**src/rtl/tilp_pkg.sv**
```systemverilog
// Package for the tiled-to-linear pixel decoder: pixel record type,
// register indexes and field widths. No dependencies.
package tilp_pkg;

    localparam int COORD_W  = 19;
    localparam int GRAY_W   = 8;
    localparam int CFG_IDX_W = 2;
    localparam int CFG_DATA_W = 16;
    localparam int TDATA_W  = 48;

    // configuration register indexes
    localparam logic [CFG_IDX_W-1:0] REG_MODE_8BPP      = 2'd0;
    localparam logic [CFG_IDX_W-1:0] REG_STATED_COLUMNS = 2'd1;
    localparam logic [CFG_IDX_W-1:0] REG_TILE_COUNT     = 2'd2;

    localparam logic [15:0] COLS_DERIVE = 16'hFFFF;
    localparam logic [5:0]  LAST_BYTE_4BPP = 6'd31;
    localparam logic [5:0]  LAST_BYTE_8BPP = 6'd63;

    typedef struct packed {
        logic               image_done;
        logic               last_of_byte;
        logic               opaque;
        logic [GRAY_W-1:0]  gray;
        logic [COORD_W-1:0] pixel_y;
        logic [COORD_W-1:0] pixel_x;
    } pixel_t;

endpackage

```
**src/rtl/tiled_indexed_to_linear_pixels.sv**
```systemverilog
// Tiled 8x8 indexed pixel decoder (4 or 8 bits per pixel) to raster pixels.
// Depends on tilp_pkg.
//
// channel | dir | handshake          | payload
// s_*     | in  | s_tvalid/s_tready  | s_tdata[7:0] tile_byte
// m_*     | out | m_tvalid/m_tready  | m_tdata x,y,gray,opaque; m_tuser last_of_byte;
//         |     |                    | m_tlast image_done
// cfg_*   | in  | cfg_we             | cfg_index, cfg_wdata
//
// A byte is decoded in the cycle it is taken; its pixels go to an output
// register and a two-deep hold buffer. 8 bpp: one byte per cycle while the output
// accepts. 4 bpp: the second pixel waits in the hold buffer until the single
// output register takes it. s_tready depends only on the hold buffer being empty.
// Reset (rst_n low, async) clears position state and loads register defaults.
// A stalled output keeps its pixel; input stalls while the hold buffer is not empty.
module tiled_indexed_to_linear_pixels
    import tilp_pkg::*;
(
    input  logic                  clk,
    input  logic                  rst_n,
    input  logic                  s_tvalid,
    output logic                  s_tready,
    input  logic [7:0]            s_tdata,   // [7:0] tile_byte
    output logic                  m_tvalid,
    input  logic                  m_tready,
    // [18:0] pixel_x, [37:19] pixel_y, [45:38] gray, [46] opaque, [47] zero
    output logic [TDATA_W-1:0]    m_tdata,
    output logic                  m_tuser,   // [0] last_of_byte
    output logic                  m_tlast,   // image_done
    input  logic                  cfg_we,
    input  logic [CFG_IDX_W-1:0]  cfg_index,
    input  logic [CFG_DATA_W-1:0] cfg_wdata
);

    logic        mode_reg, mode_next;
    logic [15:0] stated_reg, stated_next;
    logic [15:0] count_reg, count_next;
    logic [15:0] cols_reg, cols_next;
    logic [5:0]  byte_reg, byte_next;
    logic [15:0] col_reg, col_next;
    logic [15:0] row_reg, row_next;
    logic [15:0] done_reg, done_next;

    pixel_t      out_reg, out_next;
    logic        out_valid_reg, out_valid_next;
    pixel_t      hold_reg [2];
    pixel_t      hold_next [2];
    logic [1:0]  hold_cnt_reg, hold_cnt_next;

    logic        restart;
    logic        in_acc;
    logic        out_free;
    logic        active;
    logic        end_of_tile;
    logic        img_done;
    logic [1:0]  n_pix;
    logic [2:0]  yoff;
    logic [2:0]  xoff;
    logic [3:0]  lo_nib;
    logic [3:0]  hi_nib;
    logic [16:0] col_inc;
    pixel_t      pix0, pix1;

    // configuration writes; any known index starts a new image
    always_comb
    begin
        mode_next   = mode_reg;
        stated_next = stated_reg;
        count_next  = count_reg;
        restart     = 1'b0;
        if (cfg_we)
        begin
            unique case (cfg_index)
                REG_MODE_8BPP:
                begin
                    mode_next = cfg_wdata[0];
                    restart   = 1'b1;
                end
                REG_STATED_COLUMNS:
                begin
                    stated_next = cfg_wdata;
                    restart     = 1'b1;
                end
                REG_TILE_COUNT:
                begin
                    count_next = cfg_wdata;
                    restart    = 1'b1;
                end
                default:
                begin
                    restart = 1'b0;
                end
            endcase
        end
    end

    // grid width from the new register values
    always_comb
    begin
        priority if (stated_next != 16'd0 && stated_next != COLS_DERIVE)
            cols_next = stated_next;
        else if (count_next < 16'd16)
            cols_next = count_next;
        else if (count_next[4:0] == 5'd0)
            cols_next = 16'd32;
        else
            cols_next = 16'd16;
    end

    assign s_tready = (hold_cnt_reg == 2'd0);
    assign in_acc   = s_tvalid && s_tready;
    assign out_free = !out_valid_reg || m_tready;

    // decode of the current byte
    assign active      = (cols_reg != 16'd0) && (done_reg < count_reg);
    assign end_of_tile = byte_reg >= (mode_reg ? LAST_BYTE_8BPP : LAST_BYTE_4BPP);
    assign img_done    = end_of_tile && ({1'b0, done_reg} + 17'd1 == {1'b0, count_reg});
    assign yoff        = mode_reg ? byte_reg[5:3] : byte_reg[4:2];
    assign xoff        = mode_reg ? byte_reg[2:0] : {byte_reg[1:0], 1'b0};
    assign lo_nib      = s_tdata[3:0];
    assign hi_nib      = s_tdata[7:4];
    assign n_pix       = !active ? 2'd0 : (mode_reg ? 2'd1 : 2'd2);

    always_comb
    begin
        pix0.pixel_x      = {col_reg, xoff};
        pix0.pixel_y      = {row_reg, yoff};
        pix1.pixel_x      = {col_reg, xoff[2:1], 1'b1};
        pix1.pixel_y      = {row_reg, yoff};
        pix1.gray         = {hi_nib, hi_nib};      // index * 17
        pix1.opaque       = (hi_nib != 4'd0);
        pix1.last_of_byte = 1'b1;
        pix1.image_done   = img_done;
        if (mode_reg)
        begin
            pix0.gray         = s_tdata;
            pix0.opaque       = (s_tdata != 8'd0);
            pix0.last_of_byte = 1'b1;
            pix0.image_done   = img_done;
        end
        else
        begin
            pix0.gray         = {lo_nib, lo_nib};
            pix0.opaque       = (lo_nib != 4'd0);
            pix0.last_of_byte = 1'b0;
            pix0.image_done   = 1'b0;
        end
    end

    // tile position
    assign col_inc = {1'b0, col_reg} + 17'd1;

    always_comb
    begin
        byte_next = byte_reg;
        col_next  = col_reg;
        row_next  = row_reg;
        done_next = done_reg;
        if (restart)
        begin
            byte_next = '0;
            col_next  = '0;
            row_next  = '0;
            done_next = '0;
        end
        else if (in_acc && active)
        begin
            if (end_of_tile)
            begin
                byte_next = '0;
                done_next = done_reg + 16'd1;
                if (col_inc >= {1'b0, cols_reg})
                begin
                    col_next = '0;
                    row_next = row_reg + 16'd1;
                end
                else
                begin
                    col_next = col_inc[15:0];
                end
            end
            else
            begin
                byte_next = byte_reg + 6'd1;
            end
        end
    end

    // output register and hold buffer
    always_comb
    begin
        out_next       = out_reg;
        out_valid_next = out_valid_reg;
        hold_next[0]   = hold_reg[0];
        hold_next[1]   = hold_reg[1];
        hold_cnt_next  = hold_cnt_reg;
        if (hold_cnt_reg != 2'd0)
        begin
            if (out_free)
            begin
                out_next       = hold_reg[0];
                out_valid_next = 1'b1;
                hold_next[0]   = hold_reg[1];
                hold_cnt_next  = hold_cnt_reg - 2'd1;
            end
        end
        else if (in_acc && n_pix != 2'd0)
        begin
            if (out_free)
            begin
                out_next       = pix0;
                out_valid_next = 1'b1;
                hold_next[0]   = pix1;
                hold_cnt_next  = n_pix - 2'd1;
            end
            else
            begin
                hold_next[0]  = pix0;
                hold_next[1]  = pix1;
                hold_cnt_next = n_pix;
            end
        end
        else if (out_free)
        begin
            out_valid_next = 1'b0;
        end
    end

    always_ff @(posedge clk or negedge rst_n)
    begin
        if (!rst_n)
        begin
            mode_reg      <= 1'b0;
            stated_reg    <= 16'd0;
            count_reg     <= 16'd1;
            cols_reg      <= 16'd1;
            byte_reg      <= '0;
            col_reg       <= '0;
            row_reg       <= '0;
            done_reg      <= '0;
            out_valid_reg <= 1'b0;
            hold_cnt_reg  <= '0;
        end
        else
        begin
            mode_reg      <= mode_next;
            stated_reg    <= stated_next;
            count_reg     <= count_next;
            if (restart)
                cols_reg <= cols_next;
            byte_reg      <= byte_next;
            col_reg       <= col_next;
            row_reg       <= row_next;
            done_reg      <= done_next;
            out_valid_reg <= out_valid_next;
            hold_cnt_reg  <= hold_cnt_next;
        end
    end

    always_ff @(posedge clk)
    begin
        out_reg     <= out_next;
        hold_reg[0] <= hold_next[0];
        hold_reg[1] <= hold_next[1];
    end

    assign m_tvalid = out_valid_reg;
    assign m_tdata  = {1'b0, out_reg.opaque, out_reg.gray, out_reg.pixel_y, out_reg.pixel_x};
    assign m_tuser  = out_reg.last_of_byte;
    assign m_tlast  = out_reg.image_done;

endmodule

```
**config.mk**
```make
export PLATFORM = sky130hd
export DESIGN_NAME = tiled_indexed_to_linear_pixels
export DESIGN_NICKNAME = d
export VERILOG_FILES = /design/src/rtl/tilp_pkg.sv /design/src/rtl/tiled_indexed_to_linear_pixels.sv
export SDC_FILE = /design/constraint.sdc
export NUM_CORES = 1
export LEC_CHECK = 0
export ABC_AREA = 1
export BUFFER_PORTS_ARGS = -buffer_cell sky130_fd_sc_hd__buf_2
export CAP_MARGIN = 30
export CORE_MARGIN = 10
export CORE_UTILIZATION = 63
export DETAILED_ROUTE_END_ITERATION = 6
export GPL_TIMING_DRIVEN = 0
export PLACE_DENSITY = 0.8
export SKIP_CTS_REPAIR_TIMING = 1
export SLEW_MARGIN = 10
export SYNTH_ARGS = -nofsm -noshare
export SYNTH_HDL_FRONTEND = slang
export SYNTH_SLANG_ARGS = --single-unit
export TNS_END_PERCENT = 1
```
**constraint.sdc**
```tcl
create_clock -name clk -period 8.8 [get_ports clk]
set_input_delay 0.88 -clock clk [delete_from_list [all_inputs] [get_ports clk]]
set_output_delay 0.88 -clock clk [all_outputs]
set_load 0.1 [all_outputs]
```
== After elaboration in Yosys (flattened, before gate mapping) ==
Memories as Yosys holds them, arrays and structs flattened.
Cells that the tools add are included.

* Bits in writable memories: 98
* Word-level logic and storage cells: 110
* Flip-flop bits (word level): 155
* Memories: 1
* Output and inout port bits: 52
* Bits of input ports: 31

* Multiplexer cells: 47
* Reduce and logical (&&, ||, !) cells: 29
* Add/sub/neg operators: 7
* Equal/unequal tests: 6
* Magnitude comparators: 4

{| class="wikitable"
|+ Memories
! memory !! depth !! width !! rd ports !! clocked after Yosys merged registers in !! write ports !! line !! RTL
|-
| hold_reg || 2 || 49 || 2 || 0 || 2 || tiled_indexed_to_linear_pixels.sv:46 || <nowiki>pixel_t hold_reg [2];</nowiki>
|}

{| class="wikitable"
|+ Operators by type and width
! cell !! count
|-
| $mux W49 || 9
|-
| $mux W16 || 17
|-
| $mux W98 || 1
|-
| $add A16 B1 Y17 const B || 2
|-
| $add A16 B1 Y16 const B || 2
|-
| $reduce_bool A16 Y1 || 2
|-
| $mux W6 || 5
|-
| $eq A17 B16 Y1 || 1
|-
| $ge A17 B16 Y1 || 1
|-
| $lt A16 B16 Y1 || 1
|-
| $lt A16 B5 Y1 const B || 1
|-
| $ne A16 B16 Y1 const B || 1
|-
| $mux W2 || 6
|-
| $reduce_bool A2 Y1 || 6
|-
| $mux W11 || 1
|-
| $reduce_bool A4 Y1 || 2
|-
| $reduce_bool A8 Y1 || 1
|-
| $add A6 B1 Y6 const B || 1
|-
| $ge A6 B6 Y1 || 1
|-
| $logic_and A1 B1 Y1 || 6
|-
| $mux W1 || 6
|-
| $mux W3 || 2
|-
| $reduce_and A2 Y1 || 3
|-
| $reduce_and A3 Y1 || 2
|-
| 10 further kinds || 13
|}

== Longest topological paths before layout ==
* Depth after elaboration: 7
* Mapped depth: 22
* Mapped depth without buffers: 21

== Least setup slack after synthesis ==
No wires, ideal clock.

* Path kind: input port to flip-flop
* From: input port m_tready
* To: register hold_cnt_reg[1]
* Slack: 3,397 ps
* Data required time: 8,665 ps
* Setup time: 135 ps
* Arrival: 5,268 ps
* Cell stages on the path: 6
* Cell sequence: nor2_1 -> o21ai_0 -> inv_1 -> or2_2 -> a21oi_1 -> o31ai_1

* Word-level cells in the longest chain between the ends: 4
* Elaborated cells between the ends (all ways): 6
* Those cells by class: eq/ne (1); mux (3); reduce/logical (2)

{| class="wikitable"
|+ RTL lines
! element !! line !! RTL
|-
| from (decl) || tiled_indexed_to_linear_pixels.sv:25 || <nowiki>input logic m_tready,</nowiki>
|-
| $logic_or A1 B1 Y1 (*) || tiled_indexed_to_linear_pixels.sv:112 || <nowiki>assign out_free = !out_valid_reg || m_tready;</nowiki>
|-
| $mux W2 || tiled_indexed_to_linear_pixels.sv:209 || <nowiki>if (out_free)</nowiki>
|-
| $mux W2 || tiled_indexed_to_linear_pixels.sv:207 || <nowiki>else if (in_acc && n_pix != 2'd0)</nowiki>
|-
| $mux W2 || tiled_indexed_to_linear_pixels.sv:197 || <nowiki>if (hold_cnt_reg != 2'd0)</nowiki>
|-
| to (signal assigned) || tiled_indexed_to_linear_pixels.sv:256 || <nowiki>hold_cnt_reg <= hold_cnt_next;</nowiki>
|-
| to (decl) || tiled_indexed_to_linear_pixels.sv:48 || <nowiki>logic [1:0] hold_cnt_reg, hold_cnt_next;</nowiki>
|}

Mark *: on every way between the ends. The rest lies on a longest branch, timed or not. The select of a mux whose other input is x is not followed.
A chain may end at the register's enable or synchronous reset.

==> flow_metrics.env <==
export IMPL_die_area_um2=25650
export IMPL_clock_sinks=247
export IMPL_first_global_vias=9867
export IMPL_wl_per_cell_um=16.67
export IMPL_largest_register_ffs=92
export IMPL_final_cells=1818
export IMPL_syn2layout_area_growth_pct=14.71
export IMPL_outcome="finished clean"
export IMPL_reg2regPathDepth=15
export IMPL_finalSetupViolCount=0
export IMPL_grt_util_all_layers_pct=23.19
export IMPL_path_cells="inv_1, ha_1, a21oi_1, o21a_1, nand2_1, nor2_1, nand2_1, nor2_1, inv_1, ha_1, inv_1, nand2_1, clkbuf_1, nor2_4, buf_16"
export IMPL_clock_skew_ps=11.87
export IMPL_setup_slack_ps=5129
export IMPL_die_h_um=160.2
export IMPL_antenna_found_initial=0
export IMPL_dp_cells=1770
export IMPL_power_density_nw_per_um2=357.4
export IMPL_final_hold_viol_count=0
export IMPL_viasPerCell=5.539
export IMPL_start_kind="register"
export IMPL_clock_root_buffer="clkbuf_16"
export IMPL_row_count=51
export IMPL_hold_class="in -> async"
export IMPL_worstMarginPinSlew_ps=841.5
export IMPL_final_setup_tns_ps=0
export IMPL_critical_path_endpoint="hold_reg[0][57]$_DFFE_PP_"
export IMPL_route_detailed_drc=0
export IMPL_layout_drive_gt1_share_pct=9.916
export IMPL_clk_pin_slew_ps=60
export IMPL_mostFrequentLayoutCells="nand2_1 (426), inv_1 (168), edfxtp_1 (141), o21ai_0 (140), nor2_1 (120)"
export IMPL_grt_pass1_wl_um=49560
export IMPL_io_pin_count=83
export IMPL_wirelength_um=30300
export IMPL_grt_max_degree=80
export IMPL_max_cap_violations=0
export IMPL_max_slew_margin_rel_pct=43.69
export IMPL_fmax_mhz=272.4
export IMPL_power_mw=5.073
export IMPL_layout_nets=1602
export IMPL_rrSetupSlack_ps=5130
export IMPL_arrival_ps=3900
export IMPL_syn_nets=1489
export IMPL_avgSynthCellArea_um2=8.715
export IMPL_cts_buffer_depth=3
export IMPL_leakage_nw=6.474
export IMPL_worstSetupStartpoint="count_reg[15]$_DFF_PN0_"
export IMPL_cp_slowest_stage_delay_ps=570
export IMPL_ys_seq_area_share_pct=55.67
export IMPL_timing_rr_start="count_reg[15]$_DFF_PN0_"
export IMPL_synth_warnings=0
export IMPL_period_needed_ps=3671
export IMPL_via_count=10070
export IMPL_path_class="reg -> reg"
export IMPL_worstPathRequired_ps=9030
export IMPL_synth_ff_latch_count=247
export IMPL_drt_iter0_drc=926
export IMPL_insertion_delay_ps=540
export IMPL_nFillCells=1474
export IMPL_r2r_end="hold_reg[0][57]$_DFFE_PP_"
export IMPL_syn_area_um2=12380
export IMPL_placement_io_buffers=81
export IMPL_gr_total_overflow=0
export IMPL_gp_routability_congestion=0.9510
export IMPL_numCtsBuffers=26
export IMPL_diodes=0
export IMPL_cts_tree="yes"
export IMPL_endpoint_kind="register"
export IMPL_pre_cts_slack_ps=5175
export IMPL_ant_nets=0
export IMPL_cpMaxStageDelayCell="nor2_4"
export IMPL_period_share_pct=41.71
export IMPL_ir_worst_vdd_v=0.0002589
export IMPL_ys_types=37
export IMPL_rsz0062_at_grt="false"
export IMPL_die_x_um=160.2
export IMPL_hpwl_um=21840
export IMPL_path_max_fanout=22
export IMPL_drtPass1Iterations=6
export IMPL_htreeDepth=1
export IMPL_core_area_um2=19400
export IMPL_final_common_cell="nand2_1"
export IMPL_start_util_pct=63.80
export IMPL_synth_cells=1420
export IMPL_slew_violations=0
[kinds of logic after synthesis]
family / synth area share, %
compound gates: 8.836
xor+xnor: 2.416
fa+ha+maj: 3.842
buf+inv: 6.915
flops: 55.67
other cells: 0.03030
simple gates: 22.29
[worst min path at each step]
stage                                  startpoint                         to  slack, ps  cells past startpoint
after floorplan           col_reg[10]$_DFFE_PN0P_  hold_reg[0][62]$_DFFE_PP_        450                      0
after global placement    cols_reg[2]$_DFFE_PN0P_    cols_reg[2]$_DFFE_PN0P_        460                      2
after detailed placement  col_reg[10]$_DFFE_PN0P_  hold_reg[0][62]$_DFFE_PP_        460                      0
after CTS                                   rst_n     row_reg[1]$_DFFE_PN0P_        230                      1
after global routing                        rst_n     row_reg[2]$_DFFE_PN0P_        230                      1
final                                       rst_n     row_reg[1]$_DFFE_PN0P_        220                      1
[power by group]
part	switching, mW	internal, mW
registers	0.137	1.71
logic	1.64	0.363
clock network	0.453	0.771
total	2.23	2.84
[through the flow]
step	cell area, um^2	hold WS [ps]	util [%]
floorplan	12380	446.9	-
CTS	14200	226.9	73.18
finish	14200	221.7	73.18
detailed placement	13230	462.8	68.21
global placement	13110	463.9	67.60
global route	14200	233.5	73.18
[area by class of cell]
| cell class | instances | area (um^2) | area share, % |
|---|---|---|---|
| Buffer | 51 | 217.7 | 1.534 |
| Clock buffer | 32 | 703.2 | 4.953 |
| Clock inverter | 16 | 260.3 | 1.833 |
| Inverter | 170 | 638.1 | 4.495 |
| Multi-Input combinational cell | 952 | 4649 | 32.75 |
| Sequential cell | 247 | 6889 | 48.53 |
| Tap cell | 265 | 331.6 | 2.336 |
| Timing Repair Buffer | 85 | 506.7 | 3.570 |
[metal layers]
metal  vias up  routed length, um  global-route usage, %
li1       4882                  -                      -
met1      4762              12610                  30.19
met2       370              15000                  39.56
met3        56               2042                  3.445
met4         0                654                  6.469
met5         -                  0                      0
[worst max-delay path: cells and delay by family, from the launching register on]
family | cells | cell delay [ps]
AOI/OAI and AO/OA | 2 | 290
and+or+nand+nor | 6 | 1350
buffers and inverters | 5 | 770
adders and majority gates | 2 | 520
DFF | 1 | 430
[synthesized netlist by cell type]
library cell / n / area, um^2
o21bai_1: 1 / 7.510
nor4_1: 1 / 6.260
or4_1: 1 / 7.510
inv_1: 169 / 634.4
dfstp_2: 2 / 52.55
xor2_1: 29 / 254.0
nor2_2: 1 / 6.260
nand3b_1: 7 / 52.55
inv_2: 1 / 3.750
buf_4: 3 / 22.52
ha_1: 38 / 475.5
xnor3_1: 2 / 45.04
nand3_2: 1 / 10.01
o31ai_1: 2 / 15.01
o21ai_1: 12 / 60.06
buf_6: 1 / 11.26
clkbuf_1: 40 / 150.1
o21ai_0: 141 / 705.7
o21a_1: 2 / 15.01
conb_1: 1 / 3.750
nor2_1: 121 / 454.2
nand2_2: 3 / 18.77
o22ai_1: 17 / 106.4
dfrtp_1: 104 / 2603
a21o_1: 1 / 7.510
buf_1: 1 / 3.750
nand2_4: 1 / 11.26
or2_2: 3 / 18.77
nor3_1: 12 / 60.06
nand2_1: 426 / 1599
buf_2: 6 / 30.03
nand4_1: 19 / 118.9
a31oi_1: 5 / 31.28
edfxtp_1: 141 / 4234
nand3_1: 79 / 395.4
o21ai_2: 4 / 35.03
a21oi_1: 22 / 110.1
No activity file was read; power rests on OpenSTA's default activity.
